===== config.mk =====
export PLATFORM = sky130hd
export DESIGN_NAME = double_ended_queue_ring
export DESIGN_NICKNAME = d
export VERILOG_FILES = /design/src/rtl/dq_pkg.sv /design/src/rtl/dq_cell.sv /design/src/rtl/double_ended_queue_ring.sv
export SDC_FILE = /design/constraint.sdc
export NUM_CORES = 2
export LEC_CHECK = 0
export BUFFER_PORTS_ARGS = -buffer_cell sky130_fd_sc_hd__buf_2
export CORE_ASPECT_RATIO = 1.5
export CORE_MARGIN = 2
export CORE_UTILIZATION = 55
export DETAILED_ROUTE_END_ITERATION = 7
export PLACE_DENSITY = 0.72
export SYNTH_ARGS = -nofsm -noshare
export SYNTH_HDL_FRONTEND = slang
export SYNTH_SLANG_ARGS = --single-unit

===== constraint.sdc =====
create_clock -name clk -period 15.8 [get_ports clk]
set_input_delay 1.58 -clock clk [delete_from_list [all_inputs] [get_ports clk]]
set_output_delay 1.58 -clock clk [all_outputs]
set_load 0.005 [all_outputs]

===== src/rtl/dq_pkg.sv =====
// ----------------------------------------------------------------------------
// dq_pkg
// Shared constants and types for the double-ended queue ring: operation and
// status codes, default sizes and the per-cell command set.
// ----------------------------------------------------------------------------
package dq_pkg;

    // Default sizes
    localparam int DEPTH_DEF      = 16;
    localparam int VALUE_BITS_DEF = 64;

    // Fixed port widths
    localparam int OP_W     = 3;
    localparam int VALUE_W  = 64;
    localparam int STATUS_W = 2;

    // Operation codes
    localparam logic [OP_W-1:0] OP_PUSH_FRONT = 3'd0;
    localparam logic [OP_W-1:0] OP_PUSH_BACK  = 3'd1;
    localparam logic [OP_W-1:0] OP_POP_FRONT  = 3'd2;
    localparam logic [OP_W-1:0] OP_POP_BACK   = 3'd3;
    localparam logic [OP_W-1:0] OP_REVERSE    = 3'd4;

    // Status codes
    localparam logic [STATUS_W-1:0] ST_DONE       = 2'd0;
    localparam logic [STATUS_W-1:0] ST_FULL       = 2'd1;
    localparam logic [STATUS_W-1:0] ST_EMPTY      = 2'd2;

    // Command broadcast to every cell of the chain
    typedef enum logic [2:0] {
        CELL_HOLD,
        CELL_SHIFT_IN,   // take the left neighbor, new entry enters cell 0
        CELL_APPEND,     // first free cell takes the pushed value
        CELL_SHIFT_OUT,  // take the right neighbor, cell 0 drops out
        CELL_DROP_TAIL   // last occupied cell frees itself
    } cell_cmd_t;

endpackage


===== src/rtl/dq_cell.sv =====
// ----------------------------------------------------------------------------
// dq_cell
// One slot of the queue chain. Holds a value and an occupied bit, and moves
// them to or from its neighbors on the broadcast command.
// ----------------------------------------------------------------------------
module dq_cell #(
    parameter int VALUE_BITS = dq_pkg::VALUE_BITS_DEF
) (
    input  logic                  clk,
    input  logic                  rst_n,
    input  dq_pkg::cell_cmd_t     cmd,
    input  logic [VALUE_BITS-1:0] push_value,
    input  logic [VALUE_BITS-1:0] left_value,
    input  logic                  left_occ,
    input  logic [VALUE_BITS-1:0] right_value,
    input  logic                  right_occ,
    output logic [VALUE_BITS-1:0] value,
    output logic                  occ,
    output logic [VALUE_BITS-1:0] tail_value
);

    logic [VALUE_BITS-1:0] value_reg;
    logic [VALUE_BITS-1:0] value_next;
    logic                  occ_reg;
    logic                  occ_next;

    // Pick the next contents from the command and the neighbors
    always_comb
    begin
        value_next = value_reg;
        occ_next   = occ_reg;
        unique case (cmd)
            dq_pkg::CELL_SHIFT_IN:
            begin
                value_next = left_value;
                occ_next   = left_occ;
            end
            dq_pkg::CELL_APPEND:
            begin
                if (!occ_reg && left_occ)
                begin
                    value_next = push_value;
                    occ_next   = 1'b1;
                end
            end
            dq_pkg::CELL_SHIFT_OUT:
            begin
                value_next = right_value;
                occ_next   = right_occ;
            end
            dq_pkg::CELL_DROP_TAIL:
            begin
                if (occ_reg && !right_occ)
                    occ_next = 1'b0;
            end
            default:
            begin
                value_next = value_reg;
                occ_next   = occ_reg;
            end
        endcase
    end

    // Occupied bit
    always_ff @(posedge clk or negedge rst_n)
    begin
        if (!rst_n)
            occ_reg <= 1'b0;
        else
            occ_reg <= occ_next;
    end

    // Payload, no reset
    always_ff @(posedge clk)
    begin
        value_reg <= value_next;
    end

    assign value      = value_reg;
    assign occ        = occ_reg;
    // Show the value only from the last occupied cell
    assign tail_value = (occ_reg && !right_occ) ? value_reg : '0;

endmodule


===== src/rtl/double_ended_queue_ring.sv =====
// ----------------------------------------------------------------------------
// double_ended_queue_ring
// Bounded double-ended queue built as a chain of cells with a reverse flag.
// ----------------------------------------------------------------------------
// Each input beat is one operation (push front or back, pop front or back,
// reverse) and yields one result beat with the front and back values, the
// entry count, an empty flag and a status. Entries sit packed in a chain of
// DEPTH cells starting at cell 0; pushing or popping at the chain head shifts
// every cell by one place. Reverse only flips which chain end counts as the
// front. One operation is in flight at a time: the cells update at the
// accepting edge, and the result register samples the settled cells once the
// output register is free. The input stalls while a beat is pending in the
// cells, so the block takes no new beat until the result register has loaded
// the previous one. Reset clears all occupied bits at once; no clearing pass
// is needed.
// ----------------------------------------------------------------------------
module double_ended_queue_ring #(
    parameter int DEPTH      = dq_pkg::DEPTH_DEF,
    parameter int VALUE_BITS = dq_pkg::VALUE_BITS_DEF,
    localparam int CNT_W     = $clog2(DEPTH + 1)
) (
    input  logic                          clk,
    input  logic                          rst_n,
    input  logic                          in_valid,
    output logic                          in_stall,
    input  logic [dq_pkg::OP_W-1:0]       op,
    input  logic [dq_pkg::VALUE_W-1:0]    item_value,
    output logic                          out_valid,
    input  logic                          out_stall,
    output logic [dq_pkg::VALUE_W-1:0]    front_value,
    output logic [dq_pkg::VALUE_W-1:0]    back_value,
    output logic [CNT_W-1:0]              entry_count,
    output logic                          is_empty,
    output logic [dq_pkg::STATUS_W-1:0]   status
);

    localparam logic [CNT_W-1:0] FULL_CNT = CNT_W'(DEPTH);

    logic                            in_accept;
    logic                            full;
    logic                            empty;
    logic                            at_first;
    dq_pkg::cell_cmd_t               cmd;
    logic [VALUE_BITS-1:0]           push_value;

    logic [CNT_W-1:0]                count_reg;
    logic [CNT_W-1:0]                count_next;
    logic                            rev_reg;
    logic                            rev_next;
    logic                            pending_reg;
    logic [dq_pkg::STATUS_W-1:0]     st_reg;
    logic [dq_pkg::STATUS_W-1:0]     st_next;

    logic                            out_valid_reg;
    logic [dq_pkg::VALUE_W-1:0]      front_reg;
    logic [dq_pkg::VALUE_W-1:0]      back_reg;
    logic [CNT_W-1:0]                cnt_out_reg;
    logic                            empty_out_reg;
    logic [dq_pkg::STATUS_W-1:0]     st_out_reg;
    logic                            load_result;

    logic [DEPTH-1:0][VALUE_BITS-1:0] value_vec;
    logic [DEPTH-1:0][VALUE_BITS-1:0] tail_vec;
    logic [DEPTH-1:0]                 occ_vec;
    logic [VALUE_BITS-1:0][DEPTH-1:0] tail_col;
    logic [VALUE_BITS-1:0]            first_phys;
    logic [VALUE_BITS-1:0]            last_phys;

    assign in_stall   = pending_reg;
    assign in_accept  = in_valid && !pending_reg;
    assign full       = (count_reg == FULL_CNT);
    assign empty      = (count_reg == '0);
    assign push_value = item_value[VALUE_BITS-1:0];

    // Decode the operation into a chain command and next control state
    always_comb
    begin
        cmd        = dq_pkg::CELL_HOLD;
        count_next = count_reg;
        rev_next   = rev_reg;
        st_next    = dq_pkg::ST_DONE;
        at_first   = 1'b0;
        if (in_accept)
        begin
            unique case (op) inside
                dq_pkg::OP_PUSH_FRONT, dq_pkg::OP_PUSH_BACK:
                begin
                    at_first = (op == dq_pkg::OP_PUSH_FRONT) != rev_reg;
                    if (full)
                        st_next = dq_pkg::ST_FULL;
                    else
                    begin
                        cmd        = at_first ? dq_pkg::CELL_SHIFT_IN : dq_pkg::CELL_APPEND;
                        count_next = count_reg + 1'b1;
                    end
                end
                dq_pkg::OP_POP_FRONT, dq_pkg::OP_POP_BACK:
                begin
                    at_first = (op == dq_pkg::OP_POP_FRONT) != rev_reg;
                    if (empty)
                        st_next = dq_pkg::ST_EMPTY;
                    else
                    begin
                        cmd        = at_first ? dq_pkg::CELL_SHIFT_OUT : dq_pkg::CELL_DROP_TAIL;
                        count_next = count_reg - 1'b1;
                    end
                end
                dq_pkg::OP_REVERSE:
                begin
                    rev_next = !rev_reg;
                end
                default:
                begin
                    st_next = dq_pkg::ST_DONE;
                end
            endcase
        end
    end

    // Chain of cells
    for (genvar i = 0; i < DEPTH; i++)
    begin : g_cell
        logic [VALUE_BITS-1:0] lv;
        logic                  lo;
        logic [VALUE_BITS-1:0] rv;
        logic                  ro;

        if (i == 0)
        begin : g_head
            assign lv = push_value;
            assign lo = 1'b1;
        end
        else
        begin : g_mid_l
            assign lv = value_vec[i-1];
            assign lo = occ_vec[i-1];
        end

        if (i == DEPTH - 1)
        begin : g_tail
            assign rv = '0;
            assign ro = 1'b0;
        end
        else
        begin : g_mid_r
            assign rv = value_vec[i+1];
            assign ro = occ_vec[i+1];
        end

        dq_cell #(
            .VALUE_BITS (VALUE_BITS)
        ) u_cell (
            .clk         (clk),
            .rst_n       (rst_n),
            .cmd         (cmd),
            .push_value  (push_value),
            .left_value  (lv),
            .left_occ    (lo),
            .right_value (rv),
            .right_occ   (ro),
            .value       (value_vec[i]),
            .occ         (occ_vec[i]),
            .tail_value  (tail_vec[i])
        );
    end

    // Gather the tail value: one bit column per value bit, then reduce
    always_comb
    begin
        for (int b = 0; b < VALUE_BITS; b++)
        begin
            for (int i = 0; i < DEPTH; i++)
            begin
                tail_col[b][i] = tail_vec[i][b];
            end
        end
    end

    for (genvar b = 0; b < VALUE_BITS; b++)
    begin : g_tail_or
        assign last_phys[b] = |tail_col[b];
    end

    assign first_phys  = occ_vec[0] ? value_vec[0] : '0;
    assign load_result = pending_reg && (!out_valid_reg || !out_stall);

    // Control state and output handshake
    always_ff @(posedge clk or negedge rst_n)
    begin
        if (!rst_n)
        begin
            count_reg     <= '0;
            rev_reg       <= 1'b0;
            pending_reg   <= 1'b0;
            out_valid_reg <= 1'b0;
        end
        else
        begin
            count_reg <= count_next;
            rev_reg   <= rev_next;
            if (in_accept)
                pending_reg <= 1'b1;
            else if (load_result)
                pending_reg <= 1'b0;
            if (load_result)
                out_valid_reg <= 1'b1;
            else if (out_valid_reg && !out_stall)
                out_valid_reg <= 1'b0;
        end
    end

    // Hold the status of the beat in flight
    always_ff @(posedge clk)
    begin
        if (in_accept)
            st_reg <= st_next;
    end

    // Result register, loaded from the settled cells
    always_ff @(posedge clk)
    begin
        if (load_result)
        begin
            front_reg     <= dq_pkg::VALUE_W'(rev_reg ? last_phys : first_phys);
            back_reg      <= dq_pkg::VALUE_W'(rev_reg ? first_phys : last_phys);
            cnt_out_reg   <= count_reg;
            empty_out_reg <= empty;
            st_out_reg    <= st_reg;
        end
    end

    assign out_valid   = out_valid_reg;
    assign front_value = front_reg;
    assign back_value  = back_reg;
    assign entry_count = cnt_out_reg;
    assign is_empty    = empty_out_reg;
    assign status      = st_out_reg;

    // Count never exceeds the chain length
    a_count_bound: assert property (@(posedge clk) disable iff (!rst_n)
        count_reg <= FULL_CNT)
        else $error("entry count beyond depth");

    // Occupied cells agree with the count
    a_occ_count: assert property (@(posedge clk) disable iff (!rst_n)
        $countones(occ_vec) == int'(count_reg))
        else $error("occupied cells disagree with count");

    // Occupied cells form one run starting at cell 0
    a_occ_packed: assert property (@(posedge clk) disable iff (!rst_n)
        (occ_vec & (occ_vec + 1'b1)) == '0)
        else $error("occupied cells not packed at chain head");

    // A refused push leaves the count alone
    a_full_hold: assert property (@(posedge clk) disable iff (!rst_n)
        (in_accept && full && (op == dq_pkg::OP_PUSH_FRONT || op == dq_pkg::OP_PUSH_BACK))
        |=> $stable(count_reg))
        else $error("refused push changed count");

    // An accepted beat always produces a pending result
    a_accept_pending: assert property (@(posedge clk) disable iff (!rst_n)
        in_accept |=> pending_reg)
        else $error("accepted beat not pending");

endmodule

==> results_dict.tcl <==
set metrics [dict create \
    mapped_cells 4189 \
    tritoncts "yes" \
    post_synth_num_cell_types 55 \
    route.detailed.drc 0 \
    number_of_flops_mapped_to_enable_cells_by_yosys 1162 \
    synth_area_mm2 0.0568 \
    die_h_um 398 \
    cts.htree.levels 3 \
    unrepaired_setup_endpoints_after_global_routing "no" \
    ir_worst_vdd_mv 0.166 \
    leakage_nw 21.5 \
    worstSkewPairLatency_ns 0.74 \
    wp_data_arrival_ns 6.51 \
    run_status "finished, final reports clean" \
    p_switching_mw 4.00 \
    timing.critical_path.required_ns 16.40 \
    worst_hold_path_type "reg -> reg" \
    finish.net_count 4139 \
    met3_grt_util 0.0759 \
    critPathTopFamily "buffers and inverters" \
    critical_path.endpoint_type "flop" \
    hold_viol_final 0 \
    route.final.wire_length_mm 190 \
    layout_worst_path_cycle_share 0.374 \
    path_max_fanout 233 \
    switching_share 0.370 \
    most_used_standard_cell_by_instance_count_after_synthesis "sky130_fd_sc_hd__edfxtp_1" \
    synth.top_cells.by_count "1,162 x sky130_fd_sc_hd__edfxtp_1, 900 x sky130_fd_sc_hd__a221o_1, 419 x sky130_fd_sc_hd__nand2_1" \
    maximum_clock_skew_at_final_layout_ns 0.0398 \
    groute.usage.overall 0.350 \
    finish.cell_count_without_fillers 5473 \
    cp.depth 9 \
    syn_to_final_growth_pct 8.74 \
    area_fraction_in_compound_gates_after_synthesis 0.264 \
    globalplace.congestion 0.852 \
    route.vias.total 43838 \
    total_of_max_cap_violations 0 \
    path_class "reg -> reg" \
    grt_first_pass_wirelength_mm 276 \
    fraction_of_final_layout_cells_sized_beyond_drive_strength_1 0.122 \
    fill_cells 7859 \
    grt_antenna_before_repair 4 \
    synth_top_family_by_area "compound AO/OA/AOI/OAI gates" \
    clock_sink_count 1186 \
    avgSynthCellArea_um2 13.6 \
    clk_pin_slew_ns 0.07 \
    setup_violations 0 \
    min_path_cells 0 \
    synthesis.nets 4264 \
    cts_repair_resize_count 0 \
    die_w_um 266 \
    maximum_number_of_pins_on_one_net_before_global_route_repair 239 \
    row_count 144 \
    io-pin-count 209 \
    path_common_cell "sky130_fd_sc_hd__buf_4" \
    cts_inserted_buffers 109 \
    number_of_synthesized_register_bits 1186 \
    post_drt_antenna_nets 0 \
    share_of_synthesized_registers_carrying_an_async_set_or_reset 0.0202 \
    synth.area.top_cells "sky130_fd_sc_hd__edfxtp_1 61%, sky130_fd_sc_hd__a221o_1 16%, sky130_fd_sc_hd__a221oi_1 3.4%" \
    timing_max_transition_violations_final 0 \
    timing.fmax_mhz 169 \
    numPortBuffers 208 \
    power.share.sequential 0.411 \
    post_synth_fa_ha_maj_area_fraction 0.00101 \
    cell_internal_power_dissipation_mw 6.81 \
    synth_top_area_frac 0.614 \
    min_period_ns 5.91 \
    wl_per_cell_um 34.7 \
    synth_simple_gate_area_share 0.0619 \
    dp_cells 5267 \
    mux_cell_area_share_after_synthesis 0.00458 \
    grt_busiest_layer "met2" \
    synth_top_cell_by_area "sky130_fd_sc_hd__edfxtp_1" \
    detailedPlacementHpwl_mm 99.2 \
    crit_chain "xor2_1 -> a211oi_4 -> buf_12 -> nor2_4 -> buf_4 -> buf_12 -> buf_4 -> buf_4 -> a221o_1" \
    power.density_cell_area_mw_per_mm2 175 \
    dr.pass1.iters 7 \
    largest_reg_flops 1024 \
    cts-root-buf "sky130_fd_sc_hd__clkbuf_16" \
    met2_track_utilization_from_global_routing 0.525 \
    worst-r2r-cell-count 9 \
    worstMarginPinSlew_ns 1.35 \
    finish.utilization 0.602 \
    totalNegativeSetupSlack_ns 0 \
    timing.critical_path.buf_inv 5 \
    synthFlopType "sky130_fd_sc_hd__edfxtp_1" \
    initial_core_util 0.554 \
    ys_warn_count 0 \
    detail_route.vias_per_cell 8.01 \
    synth_seq_area_share 0.625 \
    global_route.usage.met1 0.475 \
    p_comb_frac 0.339 \
    timing.critical_path.slowest_cell_delay_ns 1.01 \
    cp-start-kind "flop" \
    cpMaxStageDelayCell "sky130_fd_sc_hd__dfrtp_4" \
    clock_power_share 0.250 \
    die-area_mm2 0.106 \
    cts_hold_repair.buffers 0 \
    drt_first_iter_violations 7730 \
    grt_pass1_vias 41251 \
    globalRouteOverflowTotal 0 \
    maxSlewHeadroom 0.0894 \
    fp.coreArea_mm2 0.103 \
    max-clock-path-buffers 3 \
    postCtsSetupBuffers 0 \
    yosys.area_share.xor_xnor 0.00121 \
]
## cell type report
type / count / area [um2] / share of cell area
Inverter: 13 / 48.8 / 0.000790
Timing Repair Buffer: 304 / 1820 / 0.0295
Clock buffer: 136 / 2910 / 0.0471
Clock inverter: 68 / 614 / 0.00995
Sequential cell: 1186 / 35500 / 0.575
Multi-Input combinational cell: 2450 / 19200 / 0.311
Antenna cell: 2 / 5.00 / 0.0000810
Tap cell: 1314 / 1640 / 0.0266
## metrics by stage
stage | hold slack [ns] | power (mW) | worst slack (ns) | cell area [um2]
5_1_grt | 0.425 | 11.1 | 9.63 | 61800
6_report | 0.424 | 10.8 | 9.89 | 61800
3_5_place_dp | 0.407 | 8.01 | 9.29 | 58200
3_3_place_gp | 0.401 | 7.95 | 9.32 | 58200
4_1_cts | 0.423 | 10.7 | 10.01 | 61800
2_1_floorplan | 0.400 | 6.58 | 3.56 | 56800
## power groups by stage
stage | logic (mW) | clock network [mW] | registers [mW]
2_1_floorplan | 2.17 | 0 | 4.41
3_3_place_gp | 3.46 | 0 | 4.49
3_5_place_dp | 3.52 | 0 | 4.49
4_1_cts | 3.53 | 2.71 | 4.43
5_1_grt | 3.77 | 2.82 | 4.48
6_report | 3.67 | 2.70 | 4.44
## cell usage in the layout (no fill, tap or decap), types with 5 or more instances in the layout
master and n:
sky130_fd_sc_hd__a21o_1 107, sky130_fd_sc_hd__a21oi_1 70, sky130_fd_sc_hd__a21oi_4 9, sky130_fd_sc_hd__a221o_1 900, sky130_fd_sc_hd__a221oi_1 221, sky130_fd_sc_hd__a22o_1 160
sky130_fd_sc_hd__a22oi_1 30, sky130_fd_sc_hd__a2bb2oi_1 13, sky130_fd_sc_hd__a311oi_1 23, sky130_fd_sc_hd__and2_1 65, sky130_fd_sc_hd__and3_1 13, sky130_fd_sc_hd__and4_1 20
sky130_fd_sc_hd__buf_12 5, sky130_fd_sc_hd__buf_2 208, sky130_fd_sc_hd__buf_4 91, sky130_fd_sc_hd__bufinv_16 10, sky130_fd_sc_hd__clkbuf_1 21, sky130_fd_sc_hd__clkbuf_16 111
sky130_fd_sc_hd__clkinv_1 26, sky130_fd_sc_hd__clkinv_2 22, sky130_fd_sc_hd__dfrtp_1 17, sky130_fd_sc_hd__edfxtp_1 1162, sky130_fd_sc_hd__inv_1 12, sky130_fd_sc_hd__mux2i_1 26
sky130_fd_sc_hd__nand2_1 417, sky130_fd_sc_hd__nand2b_1 5, sky130_fd_sc_hd__nand3_1 5, sky130_fd_sc_hd__nand3b_1 60, sky130_fd_sc_hd__nand4_1 44, sky130_fd_sc_hd__nor2_1 57
sky130_fd_sc_hd__nor2_4 6, sky130_fd_sc_hd__nor2b_4 15, sky130_fd_sc_hd__nor3b_1 6, sky130_fd_sc_hd__o21a_1 39, sky130_fd_sc_hd__o21ai_0 89, sky130_fd_sc_hd__o22ai_1 13
sky130_fd_sc_hd__xor2_1 5
## per-layer routing
layer	share of wire	vias to the layer above	routed length (um)
li1	-	17566	-
met4	0.063	8	12000
met1	0.35	21771	66600
met2	0.45	3762	85100
met5	0.00032	-	61
met3	0.14	731	26400
## final timing paths
| kind | start | endpoint | slack (ns) |
|---|---|---|---|
| max | rev_reg$_DFFE_PN0P_ | g_cell[2].u_cell.value[47]$_DFFE_PP_ | 9.89 |
| min | st_reg[1]$_DFFE_PP_ | status[1]$_DFFE_PP_ | 0.42 |
| max reg2reg | rev_reg$_DFFE_PN0P_ | g_cell[2].u_cell.value[47]$_DFFE_PP_ | 9.89 |
| min reg2reg | st_reg[1]$_DFFE_PP_ | status[1]$_DFFE_PP_ | 0.42 |
| max in group asynchronous | rst_n | g_cell[15].u_cell.occ$_DFFE_PN0P_ | 14.38 |
| min in group asynchronous | rst_n | rev_reg$_DFFE_PN0P_ | 0.87 |
## worst register-to-register path, cell delays in order (launching register included)
cell and delay [ns]:
sky130_fd_sc_hd__dfrtp_4 1.01, sky130_fd_sc_hd__xor2_1 0.35, sky130_fd_sc_hd__a211oi_4 0.09, sky130_fd_sc_hd__buf_12 0.27, sky130_fd_sc_hd__nor2_4 0.32, sky130_fd_sc_hd__buf_4 0.73, sky130_fd_sc_hd__buf_12 0.60, sky130_fd_sc_hd__buf_4 1.05
sky130_fd_sc_hd__buf_4 1.01, sky130_fd_sc_hd__a221o_1 0.35
## kinds of logic after synthesis
kind of cell / Yosys count
compound gates: 1684
flops: 1186
simple gates: 729
buf+inv: 553
mux: 26
xor+xnor: 7
fa+ha+maj: 4
(Power assumes the default switching activity.)
